## src/rtl/tialu_pkg.sv

```systemverilog
// Shared types and constants for the typed integer ALU with power.
package tialu_pkg;

    localparam int DATA_WIDTH = 32;
    localparam int CNT_W      = $clog2(DATA_WIDTH + 1);

    typedef enum logic [2:0] {
        OP_AND = 3'd0,
        OP_OR  = 3'd1,
        OP_ADD = 3'd2,
        OP_SUB = 3'd3,
        OP_MUL = 3'd4,
        OP_DIV = 3'd5,
        OP_MOD = 3'd6,
        OP_POW = 3'd7
    } t_opcode;

    typedef enum logic [1:0] {
        ST_OK       = 2'd0,
        ST_DIV_ZERO = 2'd1,
        ST_NEG_EXP  = 2'd2
    } t_status;

    typedef enum logic [0:0] {
        S_IDLE = 1'b0,
        S_BUSY = 1'b1
    } t_state;

    typedef struct packed {
        t_opcode                 opcode;
        logic [DATA_WIDTH-1:0]   a_value;
        logic                    a_is_signed;
        logic [DATA_WIDTH-1:0]   b_value;
        logic                    b_is_signed;
    } t_in_item;

    typedef struct packed {
        logic [DATA_WIDTH-1:0]   result_value;
        logic                    result_is_signed;
        t_status                 status;
    } t_out_item;

    typedef struct packed {
        logic load;
        logic step;
        logic finish;
    } t_ctrl_cmd;

    typedef struct packed {
        logic cnt_zero;
    } t_dp_stat;

endpackage

```

## src/rtl/tialu_datapath.sv

```systemverilog
// Datapath: operand registers, restoring divider, square-and-multiply power, result register.
module tialu_datapath (
    input  logic                  i_clk,
    input  tialu_pkg::t_ctrl_cmd  i_cmd,
    input  tialu_pkg::t_in_item   i_in_data,
    output tialu_pkg::t_dp_stat   o_stat,
    output tialu_pkg::t_out_item  o_out_data
);

    localparam int W = tialu_pkg::DATA_WIDTH;
    localparam int C = tialu_pkg::CNT_W;

    tialu_pkg::t_opcode  r_op;
    logic [W-1:0]        r_a;
    logic [W-1:0]        r_b;
    logic                r_as;
    logic                r_bs;
    logic                r_an;
    logic                r_bn;
    logic [W-1:0]        r_quo;
    logic [W-1:0]        r_rem;
    logic [W-1:0]        r_den;
    logic [W-1:0]        r_acc;
    logic [W-1:0]        r_base;
    logic [W-1:0]        r_exp;
    logic [C-1:0]        r_cnt;
    tialu_pkg::t_out_item r_out;

    logic                w_mixed;
    logic                w_an;
    logic                w_bn;
    logic                w_b_zero;
    logic                w_neg_exp;
    logic [C-1:0]        w_cnt_init;
    logic [W:0]          w_shift;
    logic [W:0]          w_diff;
    logic [W-1:0]        w_mul_ab;
    logic [W-1:0]        w_mul_acc;
    logic [W-1:0]        w_mul_base;
    tialu_pkg::t_out_item w_result;

    // operand decode at load
    always_comb begin
        w_mixed   = i_in_data.a_is_signed | i_in_data.b_is_signed;
        w_an      = w_mixed & i_in_data.a_value[W-1];
        w_bn      = w_mixed & i_in_data.b_value[W-1];
        w_b_zero  = (i_in_data.b_value == '0);
        w_neg_exp = i_in_data.b_is_signed & i_in_data.b_value[W-1];
        unique case (i_in_data.opcode) inside
            tialu_pkg::OP_DIV, tialu_pkg::OP_MOD: begin
                w_cnt_init = w_b_zero ? '0 : C'(W);
            end
            tialu_pkg::OP_POW: begin
                w_cnt_init = w_neg_exp ? '0 : C'(W);
            end
            default: begin
                w_cnt_init = '0;
            end
        endcase
    end

    assign w_shift    = {r_rem, r_quo[W-1]};
    assign w_diff     = w_shift - {1'b0, r_den};
    assign w_mul_ab   = r_a * r_b;
    assign w_mul_acc  = r_acc * r_base;
    assign w_mul_base = r_base * r_base;

    always_ff @(posedge i_clk) begin
        if (i_cmd.load) begin
            r_op   <= i_in_data.opcode;
            r_a    <= i_in_data.a_value;
            r_b    <= i_in_data.b_value;
            r_as   <= i_in_data.a_is_signed;
            r_bs   <= i_in_data.b_is_signed;
            r_an   <= w_an;
            r_bn   <= w_bn;
            r_quo  <= w_an ? (W'(0) - i_in_data.a_value) : i_in_data.a_value;
            r_den  <= w_bn ? (W'(0) - i_in_data.b_value) : i_in_data.b_value;
            r_rem  <= '0;
            r_acc  <= W'(1);
            r_base <= i_in_data.a_value;
            r_exp  <= i_in_data.b_value;
            r_cnt  <= w_cnt_init;
        end else if (i_cmd.step) begin
            r_cnt <= r_cnt - C'(1);
            if (r_op == tialu_pkg::OP_POW) begin
                if (r_exp[0]) begin
                    r_acc <= w_mul_acc;
                end
                r_base <= w_mul_base;
                r_exp  <= {1'b0, r_exp[W-1:1]};
            end else begin
                if (!w_diff[W]) begin
                    r_rem <= w_diff[W-1:0];
                    r_quo <= {r_quo[W-2:0], 1'b1};
                end else begin
                    r_rem <= w_shift[W-1:0];
                    r_quo <= {r_quo[W-2:0], 1'b0};
                end
            end
        end
        if (i_cmd.finish) begin
            r_out <= w_result;
        end
    end

    // result select from the finished operation
    always_comb begin
        w_result.result_value     = r_a;
        w_result.result_is_signed = r_as;
        w_result.status           = tialu_pkg::ST_OK;
        case (r_op)
            tialu_pkg::OP_AND: w_result.result_value = r_a & r_b;
            tialu_pkg::OP_OR:  w_result.result_value = r_a | r_b;
            tialu_pkg::OP_ADD: w_result.result_value = r_a + r_b;
            tialu_pkg::OP_SUB: w_result.result_value = r_a - r_b;
            tialu_pkg::OP_MUL: begin
                w_result.result_value     = w_mul_ab;
                w_result.result_is_signed = r_as | r_bs;
            end
            tialu_pkg::OP_DIV: begin
                if (r_b == '0) begin
                    w_result.status = tialu_pkg::ST_DIV_ZERO;
                end else begin
                    w_result.result_is_signed = r_as | r_bs;
                    w_result.result_value     = (r_an != r_bn) ? (W'(0) - r_quo) : r_quo;
                end
            end
            tialu_pkg::OP_MOD: begin
                if (r_b == '0) begin
                    w_result.status = tialu_pkg::ST_DIV_ZERO;
                end else begin
                    w_result.result_is_signed = r_as | r_bs;
                    w_result.result_value     = r_an ? (W'(0) - r_rem) : r_rem;
                end
            end
            default: begin
                if (r_bs && r_b[W-1]) begin
                    w_result.status = tialu_pkg::ST_NEG_EXP;
                end else begin
                    w_result.result_value = r_acc;
                end
            end
        endcase
    end

    assign o_stat.cnt_zero = (r_cnt == '0);
    assign o_out_data      = r_out;

endmodule

```

## src/rtl/tialu_ctrl.sv

```systemverilog
// Controller: handshake, iteration sequencing and output valid flag.
module tialu_ctrl (
    input  logic                  i_clk,
    input  logic                  i_rst_n,
    input  logic                  i_in_valid,
    input  logic                  i_out_ready,
    input  tialu_pkg::t_dp_stat   i_stat,
    output logic                  o_in_ready,
    output logic                  o_out_valid,
    output tialu_pkg::t_ctrl_cmd  o_cmd
);

    tialu_pkg::t_state r_state;
    tialu_pkg::t_state n_state;
    logic              r_out_valid;
    logic              n_out_valid;
    logic              w_out_free;

    assign w_out_free = !r_out_valid || i_out_ready;

    always_comb begin
        n_state = r_state;
        unique case (r_state)
            tialu_pkg::S_IDLE: begin
                if (i_in_valid) begin
                    n_state = tialu_pkg::S_BUSY;
                end
            end
            tialu_pkg::S_BUSY: begin
                if (i_stat.cnt_zero && w_out_free && !i_in_valid) begin
                    n_state = tialu_pkg::S_IDLE;
                end
            end
            default: n_state = tialu_pkg::S_IDLE;
        endcase
    end

    always_comb begin
        o_in_ready   = 1'b0;
        o_cmd.step   = 1'b0;
        o_cmd.finish = 1'b0;
        unique case (r_state)
            tialu_pkg::S_IDLE: begin
                o_in_ready = 1'b1;
            end
            tialu_pkg::S_BUSY: begin
                o_cmd.step   = !i_stat.cnt_zero;
                o_cmd.finish = i_stat.cnt_zero && w_out_free;
                o_in_ready   = i_stat.cnt_zero && w_out_free;
            end
            default: ;
        endcase
        o_cmd.load = o_in_ready && i_in_valid;
    end

    assign n_out_valid = o_cmd.finish || (r_out_valid && !i_out_ready);

    always_ff @(posedge i_clk) begin
        if (!i_rst_n) begin
            r_state     <= tialu_pkg::S_IDLE;
            r_out_valid <= 1'b0;
        end else begin
            r_state     <= n_state;
            r_out_valid <= n_out_valid;
        end
    end

    assign o_out_valid = r_out_valid;

    a_finish_slot_free: assert property (@(posedge i_clk) disable iff (!i_rst_n)
        o_cmd.finish |-> (!r_out_valid || i_out_ready))
        else $error("result written over an untaken transfer");

    a_step_not_finish: assert property (@(posedge i_clk) disable iff (!i_rst_n)
        o_cmd.step |-> (!o_cmd.finish && !o_cmd.load))
        else $error("step overlaps finish or load");

    a_load_goes_busy: assert property (@(posedge i_clk) disable iff (!i_rst_n)
        o_cmd.load |=> (r_state == tialu_pkg::S_BUSY))
        else $error("load did not start operation");

    a_finish_sets_valid: assert property (@(posedge i_clk) disable iff (!i_rst_n)
        o_cmd.finish |=> r_out_valid)
        else $error("finished result not presented");

endmodule

```

## src/rtl/typed_integer_alu_with_power_top.sv

```systemverilog
// Top level: typed integer ALU with power, controller plus datapath.
// No iteration for and/or/add/sub/mul or zero-divisor and negative-exponent cases; div, mod and
// power step through DATA_WIDTH bits, div/mod by restoring division, one quotient bit per cycle,
// power by one exponent bit per cycle. Throughput: one item per cycle for single-step ops while
// the output is taken; during an iterating op no new item is taken until it finishes.
// Reset: synchronous active-low i_rst_n returns the controller to idle and clears the output valid.
module typed_integer_alu_with_power_top (
    input  logic                  i_clk,
    input  logic                  i_rst_n,
    input  logic                  i_in_valid,
    output logic                  o_in_ready,
    input  tialu_pkg::t_in_item   i_in_data,
    output logic                  o_out_valid,
    input  logic                  i_out_ready,
    output tialu_pkg::t_out_item  o_out_data
);

    tialu_pkg::t_ctrl_cmd w_cmd;
    tialu_pkg::t_dp_stat  w_stat;

    tialu_ctrl u_ctrl (
        .i_clk       (i_clk),
        .i_rst_n     (i_rst_n),
        .i_in_valid  (i_in_valid),
        .i_out_ready (i_out_ready),
        .i_stat      (w_stat),
        .o_in_ready  (o_in_ready),
        .o_out_valid (o_out_valid),
        .o_cmd       (w_cmd)
    );

    tialu_datapath u_datapath (
        .i_clk      (i_clk),
        .i_cmd      (w_cmd),
        .i_in_data  (i_in_data),
        .o_stat     (w_stat),
        .o_out_data (o_out_data)
    );

endmodule

```

## config.mk

```make
export PLATFORM = sky130hd
export DESIGN_NAME = typed_integer_alu_with_power_top
export DESIGN_NICKNAME = d
export VERILOG_FILES = /design/src/rtl/tialu_pkg.sv /design/src/rtl/tialu_datapath.sv /design/src/rtl/tialu_ctrl.sv /design/src/rtl/typed_integer_alu_with_power_top.sv
export SDC_FILE = /design/constraint.sdc
export NUM_CORES = 2
export LEC_CHECK = 0
export BUFFER_PORTS_ARGS = -buffer_cell sky130_fd_sc_hd__clkbuf_2
export CAP_MARGIN = 40
export CELL_PAD_IN_SITES_DETAIL_PLACEMENT = 0
export CELL_PAD_IN_SITES_GLOBAL_PLACEMENT = 2
export CORE_MARGIN = 2
export CORE_UTILIZATION = 40
export CTS_CLUSTER_SIZE = 20
export DETAILED_ROUTE_END_ITERATION = 6
export GPL_TIMING_DRIVEN = 0
export PLACE_DENSITY = 0.81
export SETUP_SLACK_MARGIN = 0.02
export SLEW_MARGIN = 10
export SYNTH_ARGS = -nofsm -noshare
export SYNTH_HDL_FRONTEND = slang
export SYNTH_SLANG_ARGS = --single-unit
```

## constraint.sdc

```tcl
create_clock -name i_clk -period 10.8 [get_ports i_clk]
set_clock_uncertainty 0.1 [all_clocks]
set_input_delay 1.08 -clock i_clk [delete_from_list [all_inputs] [get_ports i_clk]]
set_output_delay 1.08 -clock i_clk [all_outputs]
set_load 0.01 [all_outputs]
```

Yosys cells after proc, flatten, opt, wreduce, memory -nomap -nowiden
Cells that the tools add are included.
Cells by class
  $add $sub $neg: 8
  $mul: 3
  divide/modulo/power cells: 0
  magnitude comparators: 0
  equality and inequality tests: 12
  shift operators: 0
  multiplexer cells: 33
  bitwise operators: 9
  reductions and logical operators: 24
Operators by type and width (number)
  two-way mux 32 bit: 15
  one-hot mux 32 bit (7 select lines): 1
  subtractor 1 x 32 -> 32 bit (first input constant): 4
  multiplier 32 x 32 -> 32 bit: 3
  two-way mux 33 bit: 2
  zero test 32 bit: 2
  subtractor 33 x 32 -> 33 bit: 1
  adder 32 bit: 1
  AND 32 bit: 1
  bitwise OR 32 bit: 1
  subtractor 32 bit: 1
  two-way mux 6 bit: 4
  equality test 3 bit (second input constant): 7
  one-hot mux 6 bit (2 select lines): 1
  equality test 3 x 2 -> 1 bit (second input constant): 2
  zero test 6 bit: 1
  AND reduction 2 bit: 3
  subtractor 6 x 1 -> 6 bit (second input constant): 1
  logical AND 1 bit: 5
  OR reduction 5 bit: 1
  zero test 1 bit: 4
  two-way mux 1 bit: 4
  two-way mux 2 bit: 2
  one-hot mux 1 bit (2 select lines): 2
  13 further kinds: 20
Storage, ports and cells
  register bits after elaboration: 306
  latch bits: 0
  memory bits (writable): 0
  memory bits (read-only): 0
  bits of input ports: 73
  output and inout port bits: 37
  logic and storage cells: 108
  memories kept: 0

Longest topological paths before layout
  word-level depth: 7
  gate-level depth with buffers: 30
  gate-level depth less buffers: 28

Hierarchy
From an unflattened synthesis, not the netlist that was laid out.
Unflattened totals
  cells, all modules: 7191
  area total of the unflattened synthesis: 64209.1 um2
By module, submodules not included
  tialu_datapath: instances 1, cells each 7176, area each 64099.0 um2, seq. area each 8458.1 um2
  tialu_ctrl: instances 1, cells each 15, area each 110.1 um2, seq. area each 40.0 um2

Worst setup path after synthesis
Ideal clock, no wire load.
  kind: register -> register
  start: reg u_datapath.r_base[3]
  end: reg u_datapath.r_base[31] (data pin)
  arrival time: 7.212 ns
  required time: 10.430 ns
  setup slack: 3.218 ns
  stages on the path, launching flop included: 29
  buffers on the path: 2
  cell sequence: edfxtp_1 > clkbuf_1 > clkbuf_1 > nand2_1 > fa_1 > inv_1 > fa_1 > inv_1 > fa_1 > inv_1 > fa_1 > fa_1 > inv_1 > fa_1 > inv_1 > fa_1 > inv_1 > fa_1 > inv_1 > ha_1 > a21o_1 > a21o_1 > inv_1 > a21boi_1 > a221o_1 > a2111o_1 > a31oi_1 > xnor2_1 > a21oi_1
On the way
  cells in the longest elaborated chain, start to end: 4
Ends and longest elaborated chain
  start: declaration: RTL line tialu_datapath.sv:24  | logic [W-1:0] r_base;
  start signal: assignment: RTL line tialu_datapath.sv:81  | r_base <= i_in_data.a_value;
  start signal: assignment: RTL line tialu_datapath.sv:90  | r_base <= w_mul_base;
  multiplier 32 x 32 -> 32 bit: RTL line tialu_datapath.sv:66  | assign w_mul_base = r_base * r_base;
  two-way mux 32 bit: RTL line tialu_datapath.sv:86  | if (r_op == tialu_pkg::OP_POW) begin
  two-way mux 32 bit: RTL line tialu_datapath.sv:84  | end else if (i_cmd.step) begin
  two-way mux 32 bit: RTL line tialu_datapath.sv:69  | if (i_cmd.load) begin
No other way between the ends. The select of a mux whose other input is x is not followed.
A chain may end at the register's enable or synchronous reset.

==> qor.yml <==
routing:
  drt-initial-drc-count: 4547
  routedWlPerCell_um: 26.4
  drtAntennaViolNets: 0
  drc: 4
  vias: 51500
  avgViaCountPerCell: 5.35
  firstDrtPassIters: 7
  wirelength_um: 255000
timing:
  fin_setup_tns_ps: 0
  clock.fmax_mhz: 100
  min_period_ps: 9990
  timing_hold_violations_final: 0
  tightest_slew_ps: 1010
  rsz0062_at_grt: "no"
  timing.final.crit_share: 0.925
  max_slew_margin: 0.324
  setup_viol: 0
  slew_violations: 0
clock_network:
  clk_pin_slew_worst_paths_ps: 70
  cts_tree: "built"
  cts_resized: 0
  root_buffer: "clkbuf_16"
  cts_buffers: 37
  htreeDepth: 2
  numClockSinks: 305
  post_cts_buffers: 0
  insertion_delay_ps: 630
  clockBufferDepth: 3
  cts-hold-fix-buffers: 0
die:
  fp.dieW_um: 405
  num_rows: 147
  ioPinCount: 110
  initial_core_util: 0.401
  die_h_um: 405
  coreArea_sq_um: 160000
  die_area_sq_um: 164000
run:
  drv_cap: 0
yosys:
  synth_top_area_cell: "fa_1"
  yosysUniqueCellTypes: 88
  synth_seq_cells: 305
  yosysWarnings: 0
  synth_xor_area_frac: 0.0565
  synth_edf_count: 239
  synthTopCellsByArea: "fa_1, edfxtp_1, inv_1"
  synth_seq_area_share: 0.132
  syn_avg_cell_area_sq_um: 8.83
  synth_area_sq_um: 64200
  synth_fp_nets: 8969
  synth-adder-area-share: 0.457
  syn_inst: 7270
  synthMuxAreaShare: 0.00772
  synth_compound_area_frac: 0.0792
  yosys.area.top_type_share: 0.370
  ys.flop_type: "edfxtp_1"
  synthSimpleGateAreaFrac: 0.157
  synth-async-reset-ratio: 0
  synth_top_family_by_area: "adder cells"
worst_setup_path:
  cp_data_required_time_ps: 10900
  cp-start-kind: "flip-flop"
  crit_type: "reg -> reg"
  worstPathArrival_ps: 10090
  end_kind: "flip-flop"
  crit_fanout: 10
cells_and_area:
  synthToLayoutAreaGrowth_pct: 8.99
  layout-drive-gt1-share: 0.0418
  mostFrequentLayoutCells: "inv_1, fa_1, nand2_1"
  fin_util: 0.437
  nFillCells: 16000
  layout.nets: 9214
  layout_commonest_cell: "inv_1"
outcome:
  violations: "design-rule violations"
  outcome: "finished with violations"
min_path:
  hold_path.class: "reg -> reg"
placed_design:
  place.port_buffers: 109
  dp_hpwl_um: 214000
  gp_congestion: 1.00
global_routing:
  grt_start_max_net_pins: 41
  grt_pass1_vias: 53500
  antenna_found_initial: 18
  grt_remaining_overflow: 0
  grt_usage: 0.316
  grt_pass1_wl_um: 374000
## sequential cells by signal, summed over array words and instances (netlist names), 3 cells and up
| register | flops |
|---|---|
| u_datapath.r_cnt | 6 |
| u_datapath.r_acc | 32 |
| u_datapath.r_quo | 32 |
| u_datapath.o_out_data | 35 |
| u_datapath.r_b | 31 |
| u_datapath.r_a | 32 |
| u_datapath.r_base | 32 |
| u_datapath.r_exp | 32 |
| u_datapath.r_op | 3 |
| u_datapath.r_rem | 32 |
| u_datapath.r_den | 32 |
## Yosys cell counts, types with 40 or more instances
cell type / number
o21ai_1: 61
a21oi_1: 258
xor2_1: 153
dfxtp_1: 66
fa_1: 1185
mux2i_1: 45
edfxtp_1: 239
nor3_1: 53
o22ai_1: 43
o21ai_0: 159
nand2_1: 1168
xnor2_1: 261
and2_1: 517
inv_1: 1493
clkbuf_1: 359
ha_1: 441
a21o_1: 57
nor2_1: 208
nand3_1: 40
## metrics by stage
stage / area (sq um) / instances / hold WS [ps] / worst slack [ps]
final: 70000 / 9637 / 369 / 811
after global routing: 69900 / 9632 / 412 / 647
after CTS: 69900 / 9629 / 385 / 940
after detailed placement: 68600 / 9561 / 401 / 942
after global placement: 67300 / 9465 / 395 / 711
after floorplan: 64200 / 7270 / 359 / 3220
## critical path: stages, from the launching register on
cell,delay [ps]
edfxtp_1,830
clkbuf_1,560
clkbuf_1,430
and2_1,230
fa_1,420
fa_1,500
fa_1,510
inv_1,50
fa_1,470
inv_1,50
fa_1,490
inv_1,50
fa_1,520
inv_1,50
fa_1,490
fa_1,460
ha_1,410
nand3_1,100
nor2_1,420
nand4_1,230
nand3b_1,310
o31a_1,210
nand4_1,110
a21oi_1,490
a31oi_1,190
xor2_1,380
o221ai_1,480
## cells by family after synthesis
logic type | Yosys count
muxes | 49
and+or+nand+nor | 2161
adders and majority gates | 1634
AOI/OAI and AO/OA | 825
buffers and inverters | 1882
xor gates and xnor gates | 414
DFF | 305
## layout make-up
| cell class | count | area [sq um] | share of cell area |
|---|---|---|---|
| Multi-Input combinational cell | 5083 | 48600 | 0.695 |
| Inverter | 1495 | 5610 | 0.0802 |
| Buffer | 387 | 1480 | 0.0212 |
| Antenna cell | 7 | 17.5 | 0.000250 |
| Timing Repair Buffer | 206 | 1800 | 0.0257 |
| Tap cell | 2086 | 2610 | 0.0373 |
| Clock inverter | 25 | 357 | 0.00510 |
| Clock buffer | 43 | 968 | 0.0138 |
| Sequential cell | 305 | 8500 | 0.121 |
## final timing paths
path                        startpoint                   endpoint  slack (ps)  depth (start not counted)
hold / removal    u_datapath.r_exp[30]       u_datapath.r_exp[29]         370                          2
setup reg to reg     u_datapath.r_b[5]  u_datapath.o_out_data[31]         810                         26
setup / recovery     u_datapath.r_b[5]  u_datapath.o_out_data[31]         810                         26
hold reg to reg   u_datapath.r_exp[30]       u_datapath.r_exp[29]         370                          2
## metal layers
layer	wire, um	vias up	global-route usage	share of wire
met5	37	-	0	0.00015
met2	118000	1996	0.512	0.46
met4	13900	6	0.141	0.055
met3	18000	479	0.0449	0.071
met1	105000	26300	0.421	0.41
li1	-	22700	-	-
Power is not shown: default switching activity piles up to over one toggle a cycle in this logic, so the estimate is an artifact.
